--- src/hdl/rua_pkg.sv ---
// Shared types, codes and constants of the resource unit allocator.
package rua_pkg;

  localparam int DEF_MAX_TASKS     = 16;
  localparam int DEF_NUM_RESOURCES = 4;

  localparam int REQ_TYPE_W   = 3;
  localparam int TASK_ID_W    = 4;
  localparam int RES_ID_W     = 2;
  localparam int UNIT_W       = 8;
  localparam int CODE_W       = 3;
  localparam int STATE_W      = 3;
  localparam int TASK_COUNT_W = 5;
  localparam int CFG_INDEX_W  = 3;
  localparam int CFG_DATA_W   = 8;

  localparam logic [REQ_TYPE_W-1:0] OP_INIT      = 3'd0;
  localparam logic [REQ_TYPE_W-1:0] OP_REQUEST   = 3'd1;
  localparam logic [REQ_TYPE_W-1:0] OP_RELEASE   = 3'd2;
  localparam logic [REQ_TYPE_W-1:0] OP_TERMINATE = 3'd3;
  localparam logic [REQ_TYPE_W-1:0] OP_CHECK     = 3'd4;

  localparam logic [STATE_W-1:0] TS_NOT_STARTED = 3'd0;
  localparam logic [STATE_W-1:0] TS_COMPUTING   = 3'd1;
  localparam logic [STATE_W-1:0] TS_BLOCKED     = 3'd2;
  localparam logic [STATE_W-1:0] TS_TERMINATED  = 3'd3;
  localparam logic [STATE_W-1:0] TS_ABORTED     = 3'd4;

  localparam logic [CODE_W-1:0] RC_DONE        = 3'd0;
  localparam logic [CODE_W-1:0] RC_BLOCKED     = 3'd1;
  localparam logic [CODE_W-1:0] RC_IGN_ABORTED = 3'd2;
  localparam logic [CODE_W-1:0] RC_TERMINATED  = 3'd3;
  localparam logic [CODE_W-1:0] RC_BAD_RELEASE = 3'd4;
  localparam logic [CODE_W-1:0] RC_DEADLOCK    = 3'd5;
  localparam logic [CODE_W-1:0] RC_NONE        = 3'd6;

  localparam logic [CFG_INDEX_W-1:0] REG_TASK_COUNT  = 3'd0;
  localparam logic [CFG_INDEX_W-1:0] REG_UNITS_FIRST = 3'd1;
  localparam logic [CFG_INDEX_W-1:0] REG_UNITS_LAST  = 3'd4;

  typedef enum logic [3:0] {
    S_CLEAR,
    S_IDLE,
    S_CHECK,
    S_SCAN_RD,
    S_SCAN_EV,
    S_SCAN_END,
    S_FREE_RD,
    S_FREE_WR,
    S_RESULT
  } seq_state_t;

  typedef struct packed {
    logic [CODE_W-1:0]    result_code;
    logic [TASK_ID_W-1:0] aborted_task;
    logic [UNIT_W-1:0]    units_free;
  } result_t;

endpackage

--- src/hdl/rua_if.sv ---
// Handshake channels for requests, results and configuration writes.
interface rua_act_if import rua_pkg::*; ();
  logic                  valid;
  logic                  ready;
  logic [REQ_TYPE_W-1:0] req_type;
  logic [TASK_ID_W-1:0]  task_id;
  logic [RES_ID_W-1:0]   resource_id;
  logic [UNIT_W-1:0]     unit_count;

  modport source(output valid, req_type, task_id, resource_id, unit_count, input ready);
  modport sink(input valid, req_type, task_id, resource_id, unit_count, output ready);
endinterface

interface rua_rsp_if import rua_pkg::*; ();
  logic                 valid;
  logic                 ready;
  logic [CODE_W-1:0]    result_code;
  logic [TASK_ID_W-1:0] aborted_task;
  logic [UNIT_W-1:0]    units_free;

  modport source(output valid, result_code, aborted_task, units_free, input ready);
  modport sink(input valid, result_code, aborted_task, units_free, output ready);
endinterface

interface rua_cfg_if import rua_pkg::*; ();
  logic                   valid;
  logic                   ready;
  logic [CFG_INDEX_W-1:0] index;
  logic [CFG_DATA_W-1:0]  data;

  modport source(output valid, index, data, input ready);
  modport sink(input valid, index, data, output ready);
endinterface

--- src/hdl/resource_unit_allocator_core.sv ---
// Top level of the resource unit allocator: memories, sequencer and result register.
// A terminate also returns the task's held units, one resource after another; a deadlock check
// reads the state of every task in use and, when it aborts a task, returns that task's units.
// One request is in work at a time. Reset starts a clearing pass that zeroes both memories
// first; configuration writes are taken at all times.
module resource_unit_allocator_core import rua_pkg::*; #(
  parameter int MAX_TASKS     = DEF_MAX_TASKS,
  parameter int NUM_RESOURCES = DEF_NUM_RESOURCES
) (
  input  logic    clk,
  input  logic    rst,
  rua_act_if.sink act,
  rua_cfg_if.sink cfg,
  rua_rsp_if.source rsp
);

  localparam int TW  = $clog2(MAX_TASKS);
  localparam int HAW = $clog2(MAX_TASKS * NUM_RESOURCES);

  logic               res_valid;
  logic               res_ready;
  result_t            res;
  logic               ts_we;
  logic [TW-1:0]      ts_waddr;
  logic [STATE_W-1:0] ts_wdata;
  logic               ts_re;
  logic [TW-1:0]      ts_raddr;
  logic [STATE_W-1:0] ts_rdata;
  logic               held_we;
  logic [HAW-1:0]     held_waddr;
  logic [UNIT_W-1:0]  held_wdata;
  logic               held_re;
  logic [HAW-1:0]     held_raddr;
  logic [UNIT_W-1:0]  held_rdata;
  logic               out_valid;
  result_t            out_data;

  rua_seq #(
    .MAX_TASKS    (MAX_TASKS),
    .NUM_RESOURCES(NUM_RESOURCES)
  ) u_seq (
    .clk       (clk),
    .rst       (rst),
    .act       (act),
    .cfg       (cfg),
    .res_valid (res_valid),
    .res_ready (res_ready),
    .res       (res),
    .ts_we     (ts_we),
    .ts_waddr  (ts_waddr),
    .ts_wdata  (ts_wdata),
    .ts_re     (ts_re),
    .ts_raddr  (ts_raddr),
    .ts_rdata  (ts_rdata),
    .held_we   (held_we),
    .held_waddr(held_waddr),
    .held_wdata(held_wdata),
    .held_re   (held_re),
    .held_raddr(held_raddr),
    .held_rdata(held_rdata)
  );

  rua_ram #(
    .WIDTH(STATE_W),
    .DEPTH(MAX_TASKS)
  ) u_task_ram (
    .clk  (clk),
    .we   (ts_we),
    .waddr(ts_waddr),
    .wdata(ts_wdata),
    .re   (ts_re),
    .raddr(ts_raddr),
    .rdata(ts_rdata)
  );

  rua_ram #(
    .WIDTH(UNIT_W),
    .DEPTH(MAX_TASKS * NUM_RESOURCES)
  ) u_held_ram (
    .clk  (clk),
    .we   (held_we),
    .waddr(held_waddr),
    .wdata(held_wdata),
    .re   (held_re),
    .raddr(held_raddr),
    .rdata(held_rdata)
  );

  assign res_ready = !out_valid || rsp.ready;

  always_ff @(posedge clk) begin
    if (rst) begin
      out_valid <= 1'b0;
    end else if (res_valid && res_ready) begin
      out_valid <= 1'b1;
    end else if (rsp.ready) begin
      out_valid <= 1'b0;
    end
  end

  always_ff @(posedge clk) begin
    if (res_valid && res_ready) begin
      out_data <= res;
    end
  end

  assign rsp.valid        = out_valid;
  assign rsp.result_code  = out_data.result_code;
  assign rsp.aborted_task = out_data.aborted_task;
  assign rsp.units_free   = out_data.units_free;

  a_busy_after_accept: assert property (@(posedge clk) disable iff (rst)
    act.valid && act.ready |=> !act.ready)
    else $error("Allocator accepted a request back to back.");

  a_no_accept_with_result: assert property (@(posedge clk) disable iff (rst)
    res_valid |-> !act.ready)
    else $error("Allocator accepted a request while a result was pending.");

  a_aborted_only_on_deadlock: assert property (@(posedge clk) disable iff (rst)
    rsp.valid && rsp.result_code != RC_DEADLOCK |-> rsp.aborted_task == '0)
    else $error("Aborted task reported without a broken deadlock.");

endmodule

--- src/hdl/rua_ram.sv ---
// Simple dual-port synchronous RAM with a registered read port.
module rua_ram import rua_pkg::*; #(
  parameter int WIDTH = UNIT_W,
  parameter int DEPTH = DEF_MAX_TASKS,
  localparam int AW = $clog2(DEPTH)
) (
  input  logic             clk,
  input  logic             we,
  input  logic [AW-1:0]    waddr,
  input  logic [WIDTH-1:0] wdata,
  input  logic             re,
  input  logic [AW-1:0]    raddr,
  output logic [WIDTH-1:0] rdata
);

  logic [WIDTH-1:0] mem [DEPTH];

  always_ff @(posedge clk) begin
    if (we) begin
      mem[waddr] <= wdata;
    end
    if (re) begin
      rdata <= mem[raddr];
    end
  end

endmodule

--- src/hdl/rua_seq.sv ---
// Sequencer: configuration, free unit counters and read-modify-write of task and held memories.
module rua_seq import rua_pkg::*; #(
  parameter int MAX_TASKS     = DEF_MAX_TASKS,
  parameter int NUM_RESOURCES = DEF_NUM_RESOURCES,
  localparam int TW  = $clog2(MAX_TASKS),
  localparam int HAW = $clog2(MAX_TASKS * NUM_RESOURCES)
) (
  input  logic               clk,
  input  logic               rst,
  rua_act_if.sink            act,
  rua_cfg_if.sink            cfg,
  output logic               res_valid,
  input  logic               res_ready,
  output result_t            res,
  output logic               ts_we,
  output logic [TW-1:0]      ts_waddr,
  output logic [STATE_W-1:0] ts_wdata,
  output logic               ts_re,
  output logic [TW-1:0]      ts_raddr,
  input  logic [STATE_W-1:0] ts_rdata,
  output logic               held_we,
  output logic [HAW-1:0]     held_waddr,
  output logic [UNIT_W-1:0]  held_wdata,
  output logic               held_re,
  output logic [HAW-1:0]     held_raddr,
  input  logic [UNIT_W-1:0]  held_rdata
);

  localparam int NW     = $clog2(MAX_TASKS + 1);
  localparam int RW     = (NUM_RESOURCES > 1) ? $clog2(NUM_RESOURCES) : 1;
  localparam int HDEPTH = MAX_TASKS * NUM_RESOURCES;

  function automatic logic [UNIT_W-1:0] sat_add(input logic [UNIT_W-1:0] a,
                                                input logic [UNIT_W-1:0] b);
    logic [UNIT_W:0] s;
    s = {1'b0, a} + {1'b0, b};
    return s[UNIT_W] ? '1 : s[UNIT_W-1:0];
  endfunction

  function automatic logic [HAW-1:0] held_addr(input logic [31:0] t, input logic [31:0] r);
    return HAW'(t * NUM_RESOURCES + r);
  endfunction

  seq_state_t state, state_next;

  logic [HAW-1:0]          clr, clr_next;
  logic [REQ_TYPE_W-1:0]   op, op_next;
  logic [TASK_ID_W-1:0]    tid, tid_next;
  logic [RES_ID_W-1:0]     res_id, res_id_next;
  logic [UNIT_W-1:0]       cnt, cnt_next;
  logic [CODE_W-1:0]       code, code_next;
  logic [TASK_ID_W-1:0]    aborted, aborted_next;
  logic [TW-1:0]           victim, victim_next;
  logic [RW-1:0]           ridx, ridx_next;
  logic [NW-1:0]           scan, scan_next;
  logic [TW-1:0]           first, first_next;
  logic                    found, found_next;
  logic                    unblocked, unblocked_next;
  logic [TASK_COUNT_W-1:0] task_count;
  logic [UNIT_W-1:0]       free_units [NUM_RESOURCES];

  logic [NW-1:0]          n;
  logic                   act_fire;
  logic                   cfg_fire;
  logic                   cfg_units;
  logic [CFG_INDEX_W-1:0] cfg_r;
  logic                   in_task_ok;
  logic                   in_res_ok;
  logic                   res_ok;
  logic [RW-1:0]          resx;
  logic [RW-1:0]          fidx;
  logic [UNIT_W-1:0]      fcur;
  logic                   free_we;
  logic [RW-1:0]          free_widx;
  logic [UNIT_W-1:0]      free_wdata;
  logic [HAW-1:0]         haddr;
  logic                   live;

  always_comb begin
    if (task_count == '0) begin
      n = NW'(1);
    end else if (32'(task_count) > MAX_TASKS) begin
      n = NW'(MAX_TASKS);
    end else begin
      n = NW'(task_count);
    end
  end

  assign act.ready  = (state == S_IDLE);
  assign act_fire   = act.valid && act.ready;
  assign cfg.ready  = 1'b1;
  assign cfg_fire   = cfg.valid && cfg.ready;
  assign cfg_units  = cfg_fire && (cfg.index >= REG_UNITS_FIRST) && (cfg.index <= REG_UNITS_LAST);
  assign cfg_r      = cfg.index - REG_UNITS_FIRST;
  assign in_task_ok = 32'(act.task_id) < 32'(n);
  assign in_res_ok  = 32'(act.resource_id) < NUM_RESOURCES;
  assign res_ok     = 32'(res_id) < NUM_RESOURCES;
  assign resx       = res_ok ? RW'(res_id) : '0;
  assign fidx       = (state == S_FREE_WR) ? ridx : resx;
  assign fcur       = free_units[fidx];
  assign haddr      = held_addr(32'(tid), 32'(resx));
  assign live       = (ts_rdata != TS_TERMINATED) && (ts_rdata != TS_ABORTED);

  always_comb begin
    state_next = state;
    unique case (state)
      S_CLEAR: begin
        if (clr == HAW'(HDEPTH - 1)) begin
          state_next = S_IDLE;
        end
      end
      S_IDLE: begin
        if (act_fire) begin
          if (act.req_type == OP_CHECK) begin
            state_next = S_SCAN_RD;
          end else if (act.req_type > OP_CHECK || !in_task_ok) begin
            state_next = S_RESULT;
          end else begin
            state_next = S_CHECK;
          end
        end
      end
      S_CHECK: begin
        if (live && op == OP_TERMINATE) begin
          state_next = S_FREE_RD;
        end else begin
          state_next = S_RESULT;
        end
      end
      S_SCAN_RD: state_next = S_SCAN_EV;
      S_SCAN_EV: begin
        if (scan + NW'(1) == n) begin
          state_next = S_SCAN_END;
        end else begin
          state_next = S_SCAN_RD;
        end
      end
      S_SCAN_END: begin
        if (found && !unblocked) begin
          state_next = S_FREE_RD;
        end else begin
          state_next = S_RESULT;
        end
      end
      S_FREE_RD: state_next = S_FREE_WR;
      S_FREE_WR: begin
        if (ridx == RW'(NUM_RESOURCES - 1)) begin
          state_next = S_RESULT;
        end else begin
          state_next = S_FREE_RD;
        end
      end
      S_RESULT: begin
        if (res_ready) begin
          state_next = S_IDLE;
        end
      end
      default: state_next = S_IDLE;
    endcase
  end

  always_comb begin
    clr_next       = clr;
    op_next        = op;
    tid_next       = tid;
    res_id_next    = res_id;
    cnt_next       = cnt;
    code_next      = code;
    aborted_next   = aborted;
    victim_next    = victim;
    ridx_next      = ridx;
    scan_next      = scan;
    first_next     = first;
    found_next     = found;
    unblocked_next = unblocked;
    ts_we          = 1'b0;
    ts_wdata       = TS_NOT_STARTED;
    ts_re          = 1'b0;
    ts_raddr       = TW'(act.task_id);
    held_we        = 1'b0;
    held_waddr     = haddr;
    held_wdata     = '0;
    held_re        = 1'b0;
    held_raddr     = held_addr(32'(act.task_id), in_res_ok ? 32'(act.resource_id) : 32'd0);
    free_we        = 1'b0;
    free_widx      = resx;
    free_wdata     = fcur;
    res_valid      = 1'b0;
    ts_waddr       = TW'(tid);
    unique case (state)
      S_CLEAR: begin
        held_we    = 1'b1;
        held_waddr = clr;
        ts_we      = 32'(clr) < MAX_TASKS;
        ts_waddr   = TW'(clr);
        clr_next   = clr + HAW'(1);
      end
      S_IDLE: begin
        if (act_fire) begin
          op_next        = act.req_type;
          tid_next       = act.task_id;
          res_id_next    = act.resource_id;
          cnt_next       = act.unit_count;
          code_next      = RC_NONE;
          aborted_next   = '0;
          scan_next      = '0;
          ridx_next      = '0;
          found_next     = 1'b0;
          unblocked_next = 1'b0;
          ts_re          = 1'b1;
          held_re        = 1'b1;
        end
      end
      S_CHECK: begin
        if (ts_rdata == TS_TERMINATED) begin
          code_next = RC_TERMINATED;
        end else if (ts_rdata == TS_ABORTED) begin
          code_next = RC_IGN_ABORTED;
        end else begin
          unique case (op)
            OP_INIT: code_next = RC_DONE;
            OP_REQUEST: begin
              if (res_ok) begin
                ts_we = 1'b1;
                if (fcur >= cnt) begin
                  free_we    = 1'b1;
                  free_wdata = fcur - cnt;
                  held_we    = 1'b1;
                  held_wdata = sat_add(held_rdata, cnt);
                  ts_wdata   = TS_COMPUTING;
                  code_next  = RC_DONE;
                end else begin
                  ts_wdata  = TS_BLOCKED;
                  code_next = RC_BLOCKED;
                end
              end
            end
            OP_RELEASE: begin
              if (res_ok) begin
                if (cnt > held_rdata) begin
                  code_next = RC_BAD_RELEASE;
                end else begin
                  held_we    = 1'b1;
                  held_wdata = held_rdata - cnt;
                  free_we    = 1'b1;
                  free_wdata = sat_add(fcur, cnt);
                  code_next  = RC_DONE;
                end
              end
            end
            OP_TERMINATE: begin
              ts_we       = 1'b1;
              ts_wdata    = TS_TERMINATED;
              victim_next = TW'(tid);
              code_next   = RC_DONE;
            end
            default: code_next = RC_NONE;
          endcase
        end
      end
      S_SCAN_RD: begin
        ts_re    = 1'b1;
        ts_raddr = TW'(scan);
      end
      S_SCAN_EV: begin
        if (live) begin
          if (ts_rdata == TS_BLOCKED) begin
            if (!found) begin
              found_next = 1'b1;
              first_next = TW'(scan);
            end
          end else begin
            unblocked_next = 1'b1;
          end
        end
        scan_next = scan + NW'(1);
      end
      S_SCAN_END: begin
        if (found && !unblocked) begin
          ts_we        = 1'b1;
          ts_waddr     = first;
          ts_wdata     = TS_ABORTED;
          victim_next  = first;
          code_next    = RC_DEADLOCK;
          aborted_next = TASK_ID_W'(first);
        end
      end
      S_FREE_RD: begin
        held_re    = 1'b1;
        held_raddr = held_addr(32'(victim), 32'(ridx));
      end
      S_FREE_WR: begin
        free_we    = 1'b1;
        free_widx  = ridx;
        free_wdata = sat_add(fcur, held_rdata);
        held_we    = 1'b1;
        held_waddr = held_addr(32'(victim), 32'(ridx));
        held_wdata = '0;
        ridx_next  = ridx + RW'(1);
      end
      S_RESULT: res_valid = 1'b1;
      default: res_valid = 1'b0;
    endcase
  end

  assign res.result_code  = code;
  assign res.aborted_task = aborted;
  assign res.units_free   = res_ok ? fcur : '0;

  always_ff @(posedge clk) begin
    if (rst) begin
      state      <= S_CLEAR;
      clr        <= '0;
      task_count <= TASK_COUNT_W'(1);
      for (int i = 0; i < NUM_RESOURCES; i++) begin
        free_units[i] <= '0;
      end
    end else begin
      state <= state_next;
      clr   <= clr_next;
      if (cfg_fire && cfg.index == REG_TASK_COUNT) begin
        task_count <= cfg.data[TASK_COUNT_W-1:0];
      end
      for (int i = 0; i < NUM_RESOURCES; i++) begin
        if (cfg_units && 32'(cfg_r) == i) begin
          free_units[i] <= cfg.data[UNIT_W-1:0];
        end else if (free_we && free_widx == RW'(i)) begin
          free_units[i] <= free_wdata;
        end
      end
    end
  end

  always_ff @(posedge clk) begin
    op        <= op_next;
    tid       <= tid_next;
    res_id    <= res_id_next;
    cnt       <= cnt_next;
    code      <= code_next;
    aborted   <= aborted_next;
    victim    <= victim_next;
    ridx      <= ridx_next;
    scan      <= scan_next;
    first     <= first_next;
    found     <= found_next;
    unblocked <= unblocked_next;
  end

endmodule

--- src/flat_wrapper.sv ---
// flat-port wrapper written by rule: the top's interface ports become plain ports
module resource_unit_allocator_core_flat import rua_pkg::*;
#(
  parameter int MAX_TASKS     = DEF_MAX_TASKS,
  parameter int NUM_RESOURCES = DEF_NUM_RESOURCES
)
  (clk, rst, act_valid, act_req_type, act_task_id, act_resource_id, act_unit_count, act_ready, cfg_valid, cfg_index, cfg_data, cfg_ready, rsp_valid, rsp_result_code, rsp_aborted_task, rsp_units_free, rsp_ready);
  rua_act_if act_i ();
  rua_cfg_if cfg_i ();
  rua_rsp_if rsp_i ();
  input  logic clk;
  input  logic rst;
  input wire logic [$bits(act_i.valid)-1:0] act_valid;
  input wire logic [$bits(act_i.req_type)-1:0] act_req_type;
  input wire logic [$bits(act_i.task_id)-1:0] act_task_id;
  input wire logic [$bits(act_i.resource_id)-1:0] act_resource_id;
  input wire logic [$bits(act_i.unit_count)-1:0] act_unit_count;
  output wire logic [$bits(act_i.ready)-1:0] act_ready;
  input wire logic [$bits(cfg_i.valid)-1:0] cfg_valid;
  input wire logic [$bits(cfg_i.index)-1:0] cfg_index;
  input wire logic [$bits(cfg_i.data)-1:0] cfg_data;
  output wire logic [$bits(cfg_i.ready)-1:0] cfg_ready;
  output wire logic [$bits(rsp_i.valid)-1:0] rsp_valid;
  output wire logic [$bits(rsp_i.result_code)-1:0] rsp_result_code;
  output wire logic [$bits(rsp_i.aborted_task)-1:0] rsp_aborted_task;
  output wire logic [$bits(rsp_i.units_free)-1:0] rsp_units_free;
  input wire logic [$bits(rsp_i.ready)-1:0] rsp_ready;
  assign act_i.valid = act_valid;
  assign act_i.req_type = act_req_type;
  assign act_i.task_id = act_task_id;
  assign act_i.resource_id = act_resource_id;
  assign act_i.unit_count = act_unit_count;
  assign act_ready = act_i.ready;
  assign cfg_i.valid = cfg_valid;
  assign cfg_i.index = cfg_index;
  assign cfg_i.data = cfg_data;
  assign cfg_ready = cfg_i.ready;
  assign rsp_valid = rsp_i.valid;
  assign rsp_result_code = rsp_i.result_code;
  assign rsp_aborted_task = rsp_i.aborted_task;
  assign rsp_units_free = rsp_i.units_free;
  assign rsp_i.ready = rsp_ready;
  resource_unit_allocator_core #(.MAX_TASKS(MAX_TASKS), .NUM_RESOURCES(NUM_RESOURCES)) u_core (.clk(clk), .rst(rst), .act(act_i), .cfg(cfg_i), .rsp(rsp_i));
endmodule
--- config.mk ---
export PLATFORM = sky130hd
export DESIGN_NAME = resource_unit_allocator_core_flat
export DESIGN_NICKNAME = d
export VERILOG_FILES = /design/src/hdl/rua_pkg.sv /design/src/hdl/rua_if.sv /design/src/hdl/resource_unit_allocator_core.sv /design/src/hdl/rua_ram.sv /design/src/hdl/rua_seq.sv /design/src/flat_wrapper.sv
export SDC_FILE = /design/constraint.sdc
export NUM_CORES = 1
export LEC_CHECK = 0
export ABC_AREA = 0
export BUFFER_PORTS_ARGS = -buffer_cell sky130_fd_sc_hd__buf_2
export CAP_MARGIN = 15
export CELL_PAD_IN_SITES_DETAIL_PLACEMENT = 1
export CELL_PAD_IN_SITES_GLOBAL_PLACEMENT = 2
export CORE_ASPECT_RATIO = 0.5
export CORE_MARGIN = 3
export CORE_UTILIZATION = 45
export DETAILED_ROUTE_END_ITERATION = 6
export PLACE_DENSITY = 0.87
export SLEW_MARGIN = 40
export SYNTH_ARGS = -nofsm -noshare
export SYNTH_HDL_FRONTEND = slang
export SYNTH_SLANG_ARGS = --single-unit
--- constraint.sdc ---
create_clock -name clk -period 7.5 [get_ports clk]
set_input_delay 1.125 -clock clk [delete_from_list [all_inputs] [get_ports clk]]
set_output_delay 1.125 -clock clk [all_outputs]
set_load 0.05 [all_outputs]
Word-level counts from Yosys, hierarchy flattened
Memory sizes are Yosys's and may differ from the RTL's. A register that Yosys moved wholly into a read port is not among the register bits. Cells that the tools add are included.

Input port bits: 33. Register bits after elaboration: 72. Word-level logic and storage cells: 258. Output and inout port bits: 18. Bits in writable memories: 592. Memories kept: 3.

Memory list: u_core.u_held_ram.mem (words 64, width 8, rd ports 1, clocked after memory_dff 1, write ports 1, line rua_ram.sv:16) `logic [WIDTH-1:0] mem [DEPTH];`; u_core.u_task_ram.mem (words 16, width 3, rd ports 1, clocked after memory_dff 1, write ports 1, line rua_ram.sv:16); u_core.u_seq.free_units (words 4, width 8, rd ports 1, clocked after memory_dff 0, write ports 4, line rua_seq.sv:60) `logic [UNIT_W-1:0] free_units [NUM_RESOURCES];`.

Eq/ne operators: 36. Bitwise logic cells: 9. $lt $le $gt $ge: 8. Mux-type cells: 125. Reductions and logical operators: 46. $add $sub $neg: 12.

Operators with widths (count): 8-bit two-way mux (20); 4-bit two-way mux (15); 1-bit two-way mux (52); 8-bit one-hot mux with 2 select lines (3); 4-bit one-hot mux with 9 select lines (1); 8-bit by 8-bit adder with 9-bit output (3); 4-bit one-hot mux with 2 select lines (3); 3-bit two-way mux (7); 6-bit by 2-bit adder with 6-bit output (3); 3-bit by 2-bit == test with 1-bit output, second input constant (6); 3-bit one-hot mux with 3 select lines (2); 4-bit by 3-bit == test with 1-bit output, second input constant (4); 1-bit logical AND (16); 2-bit != test, second input constant (8); 8-bit subtractor (2); 5-bit two-way mux (3); 1-bit one-hot mux with 2 select lines (7); 6-bit one-hot mux with 2 select lines (1); 4-bit AND reduction (3); 2-bit two-way mux (5); 5-bit one-hot mux with 2 select lines (1); 2-bit nonzero test (5); 3-bit zero test (3); 3-bit AND reduction (3); other kinds (39) (60).

Longest topological paths before layout
An unclocked memory read counts as a cell.

Depth in word-level cells: 15. Gate-level depth with buffers: 16. Depth with buffers taken out: 13.

Cells and area by module
From an unflattened synthesis, not the netlist that was laid out.

Cells, all modules: 1770. Area total of the unflattened synthesis: 29478.3 um2.

By module, submodules not included: rua_ram at u_core.u_held_ram (sequential area each 15615.0 um2, cells each 972, times used 1, area each 20270.7 um2); rua_seq (sequential area each 2492.4 um2, cells each 675, times used 1, area each 6660.1 um2); rua_ram at u_core.u_task_ram (sequential area each 1531.5 um2, cells each 103, times used 1, area each 2042.0 um2); resource_unit_allocator_core (sequential area each 470.5 um2, cells each 20, times used 1, area each 505.5 um2).

Worst setup path before layout
OpenSTA, ideal clock, no wires.

Path type: register to register. From: register u_core.u_seq.state[3]. To: memory u_core.u_held_ram.mem[0][7] in the netlist's numbering, data pin. Clock period less this slack: 5938 ps. Stages on the path, launching flop included: 15. Required time: 6912 ps. Path buffers: 4. Setup slack: 1562 ps. Arrival: 5350 ps. Library setup time: 588 ps. Cell sequence: dfxtp_1 buf_6 nand4b_4 mux2i_2 buf_6 mux4_2 ha_1 clkbuf_1 nand3_1 o21ai_0 o41a_1 buf_2 nand2b_1 o21a_1 a31oi_1.

RTL lines: start, declared (line rua_seq.sv:44) `seq_state_t state, state_next;`; start signal, assigned (line rua_seq.sv:319) `state <= state_next;`; end, declared (line rua_ram.sv:16).

==> flow_metrics.tcl <==
set metrics [dict create \
    core_area_um2 64000 \
    period_share_pct 87.3 \
    ctsHoldBuffers 0 \
    fin_tns_setup_ns 0 \
    synthFlopType "edfxtp_1" \
    totalWireLength_um 86100 \
    insertion_delay_ns 0.62 \
    placedCellCount 3030 \
    drc 0 \
    io_buffers 49 \
    grt_pass1_wl_um 129000 \
    worst_path_max_delay_cell "nor2_1" \
    synth_area_um2 29600 \
    ys_async_sr_fraction_pct 0 \
    slew_headroom_pct 39.6 \
    irDropWorstVdd_v 0.000175 \
    cts.sinks 675 \
    cts_buffers 59 \
    antenna_found_initial 0 \
    grt_overflow_total 0 \
    first_pass_iters 7 \
    setup_viol 0 \
    crit_chain "nand4b_4, mux2i_2, buf_4, mux4_2, ha_1, nand3_1, o21ai_0, o41a_1, buf_4, o21ai_2, o21ai_0, nand2_1, nor2_1" \
    syn_avg_cell_area_um2 13.5 \
    synthesis.nets 2268 \
    cellPowerDensity_nw_per_um2 233 \
    vias 19300 \
    fin_cells 3141 \
    routed_via_density 6.16 \
    place.gp.congestion 0.917 \
    fp.dieH_um 187 \
    path_max_fanout 13 \
    rsz0062_at_grt "false" \
    setup.worst_path.class "register to register" \
    synth_largest_area_cell "edfxtp_1" \
    synth-edff-count 659 \
    drv_slew 0 \
    critPathMaxStageDelay_ns 0.76 \
    antenna_left 0 \
    cts_max_level 2 \
    antenna_cells 0 \
    cts_root_buf "clkbuf_16" \
    dp_hpwl_um 55500 \
    cp-end-kind "register" \
    syn_to_final_growth_pct 11.2 \
    fp.dieArea_um2 69000 \
    fmax_mhz 153 \
    startpoint_type "register" \
    grt_pass1_vias 19700 \
    cp.buffers_inverters 2 \
    clock-skew-final_ns 0.0132 \
    status "completed" \
    cap_violations 0 \
    yosys.cell_types.count 88 \
    cp.required_ns 7.75 \
    hold_path_class "register to register" \
    ctsResizeCount 0 \
    worstPathArrival_ns 6.80 \
    synth_cells 2182 \
    final_layout_size_suffix_gt1_share_pct 10.7 \
    p_leak_nw 11.3 \
    crit_family "simple AND/OR/NAND/NOR gates" \
    cts.path.max_buffers 3 \
    yosysTopAreaCellShare_pct 67.0 \
    start_util_pct 46.2 \
    tritoncts "done" \
    grt_util_all_layers_pct 24.6 \
    yosys_warnings 0 \
    num_rows 65 \
    min_period_ns 6.55 \
    boundaryPins 51 \
    cts.reportedPaths.clkPinSlew_ns 0.07 \
    synth-seq-area-share_pct 68.0 \
    first_iter_violations 2306 \
    synth.area.top_cells "edfxtp_1 67%, nand2_1 4.9%, mux2i_1 3.9%" \
    fin_nets 2307 \
    hold_viol_final 0 \
    die_w_um 368 \
    wl_per_cell_um 27.4 \
    grt_max_degree 161 \
    tightest_slew_ns 0.906 \
    synth-seq-cells 675 \
    post_cts_buffers 0 \
]
-- per-layer routing --
| metal | GRT usage [%] | vias up | wire [µm] |
|---|---|---|---|
| met3 | 4.05 | 119 | 6590 |
| met4 | 6.16 | 0 | 2100 |
| li1 | - | 8431 | - |
| met5 | 0 | - | 0 |
| met1 | 35.1 | 9964 | 37000 |
| met2 | 39.7 | 835 | 40400 |
-- worst register-to-register path: stages (launching register included) --
cell and delay, ns:
dfxtp_1 0.60, nand4b_4 0.34, mux2i_2 0.69, buf_4 0.27, mux4_2 0.62, ha_1 0.36
nand3_1 0.09, o21ai_0 0.43, o41a_1 0.23, buf_4 0.21, o21ai_2 0.22, o21ai_0 0.67
nand2_1 0.68, nor2_1 0.77
-- synthesized netlist by cell type, types with 37 or more instances --
cell type	number
edfxtp_1	659
nand2_1	387
nor2_1	137
mux2i_1	114
nand3_1	99
a31oi_1	86
a32oi_1	49
buf_2	49
ha_1	48
a21oi_1	46
clkbuf_1	38
and3_1	37
-- registers in the layout (all words and copies together) (netlist names), 4 cells and up --
signal and flops:
u_core.u_seq.clr 6, u_core.u_held_ram.mem 512, u_core.u_seq.state 4, u_core.u_seq.cnt 8
u_core.u_seq.tid 4, u_core.u_seq.free_units 32, u_core.rsp.aborted_task 4, u_core.u_seq.scan 5
u_core.rsp.units_free 8, u_core.u_task_ram.mem 48, u_core.u_seq.task_count 5, u_core.u_held_ram.rdata 8
u_core.u_seq.aborted 4, u_core.u_seq.victim 4, u_core.u_seq.first 4
-- cell type report --
| cell class | count | area [µm²] |
|---|---|---|
| timing repair buffer | 84 | 572 |
| sequential | 675 | 20100 |
| fill | 6304 | 31100 |
| multi-input combinational | 1366 | 8990 |
| tap | 871 | 1090 |
| clock inverter | 38 | 409 |
| inverter | 35 | 131 |
| clock buffer | 72 | 1580 |
-- final timing paths --
| check | from | endpoint | slack, ns | depth (start not counted) |
|---|---|---|---|---|
| setup / recovery | u_core.u_seq.state[0]$_SDFFE_PP0P_ | u_core.u_held_ram.mem[9][4]$_DFFE_PP_ | 0.95 | 13 |
| hold / removal | u_core.u_seq.code[1]$_DFFE_PP_ | u_core.rsp.result_code[1]$_DFFE_PP_ | 0.42 | 0 |
| setup reg to reg | u_core.u_seq.state[0]$_SDFFE_PP0P_ | u_core.u_held_ram.mem[9][4]$_DFFE_PP_ | 0.95 | 13 |
| hold reg to reg | u_core.u_seq.code[1]$_DFFE_PP_ | u_core.rsp.result_code[1]$_DFFE_PP_ | 0.42 | 0 |
-- cell families (layout without fill, tap and decap cells) --
family / Yosys count / count (layout) / share of synthesized area [%]
AOI/OAI and AO/OA: 379 / 379 / 9.42
xor gates and xnor gates: 18 / 18 / 0.533
adders and majority gates: 53 / 53 / 2.37
buffers and inverters: 141 / 229 / 2.21
DFF: 675 / 675 / 68.0
muxes: 137 / 137 / 5.52
other: 1 / 1 / 0.0127
and+or+nand+nor: 778 / 778 / 11.9
-- placed cells by master (no fill, tap or decap), types with 16 or more instances in the layout --
cell and n:
buf_4 25, mux2i_1 112, a22o_1 26, mux4_2 19, clkbuf_16 61, nand3_1 99
dfxtp_1 16, inv_1 33, a222oi_1 16, a32oi_1 49, edfxtp_1 659, nor2_1 135
ha_1 48, buf_2 49, nand2b_1 25, o21ai_0 36, and3_1 37, a31oi_1 85
a21oi_1 38, nand2_1 387
-- per-stage QoR --
stage               util (%)  hold slack [ns]  setup slack (ns)  power (mW)  cell area, µm²
floorplan                  -            0.400              1.56        4.43           29600
global placement        48.1            0.415              1.43        4.55           30800
detailed placement      48.2            0.405              1.03        4.56           30900
CTS                     51.3            0.425              1.07        7.70           32900
global route            51.4            0.440             0.577        7.89           32900
finish                  51.4            0.422             0.951        7.66           32900
-- report_power, final --
part	switching (mW)	internal [mW]	total, mW	leakage [nW]
Sequential	0.0122	4.11	4.13	6.18
Combinational	0.255	0.108	0.363	4.19
Clock	1.40	1.78	3.17	0.972
(Power assumes the default switching activity.)
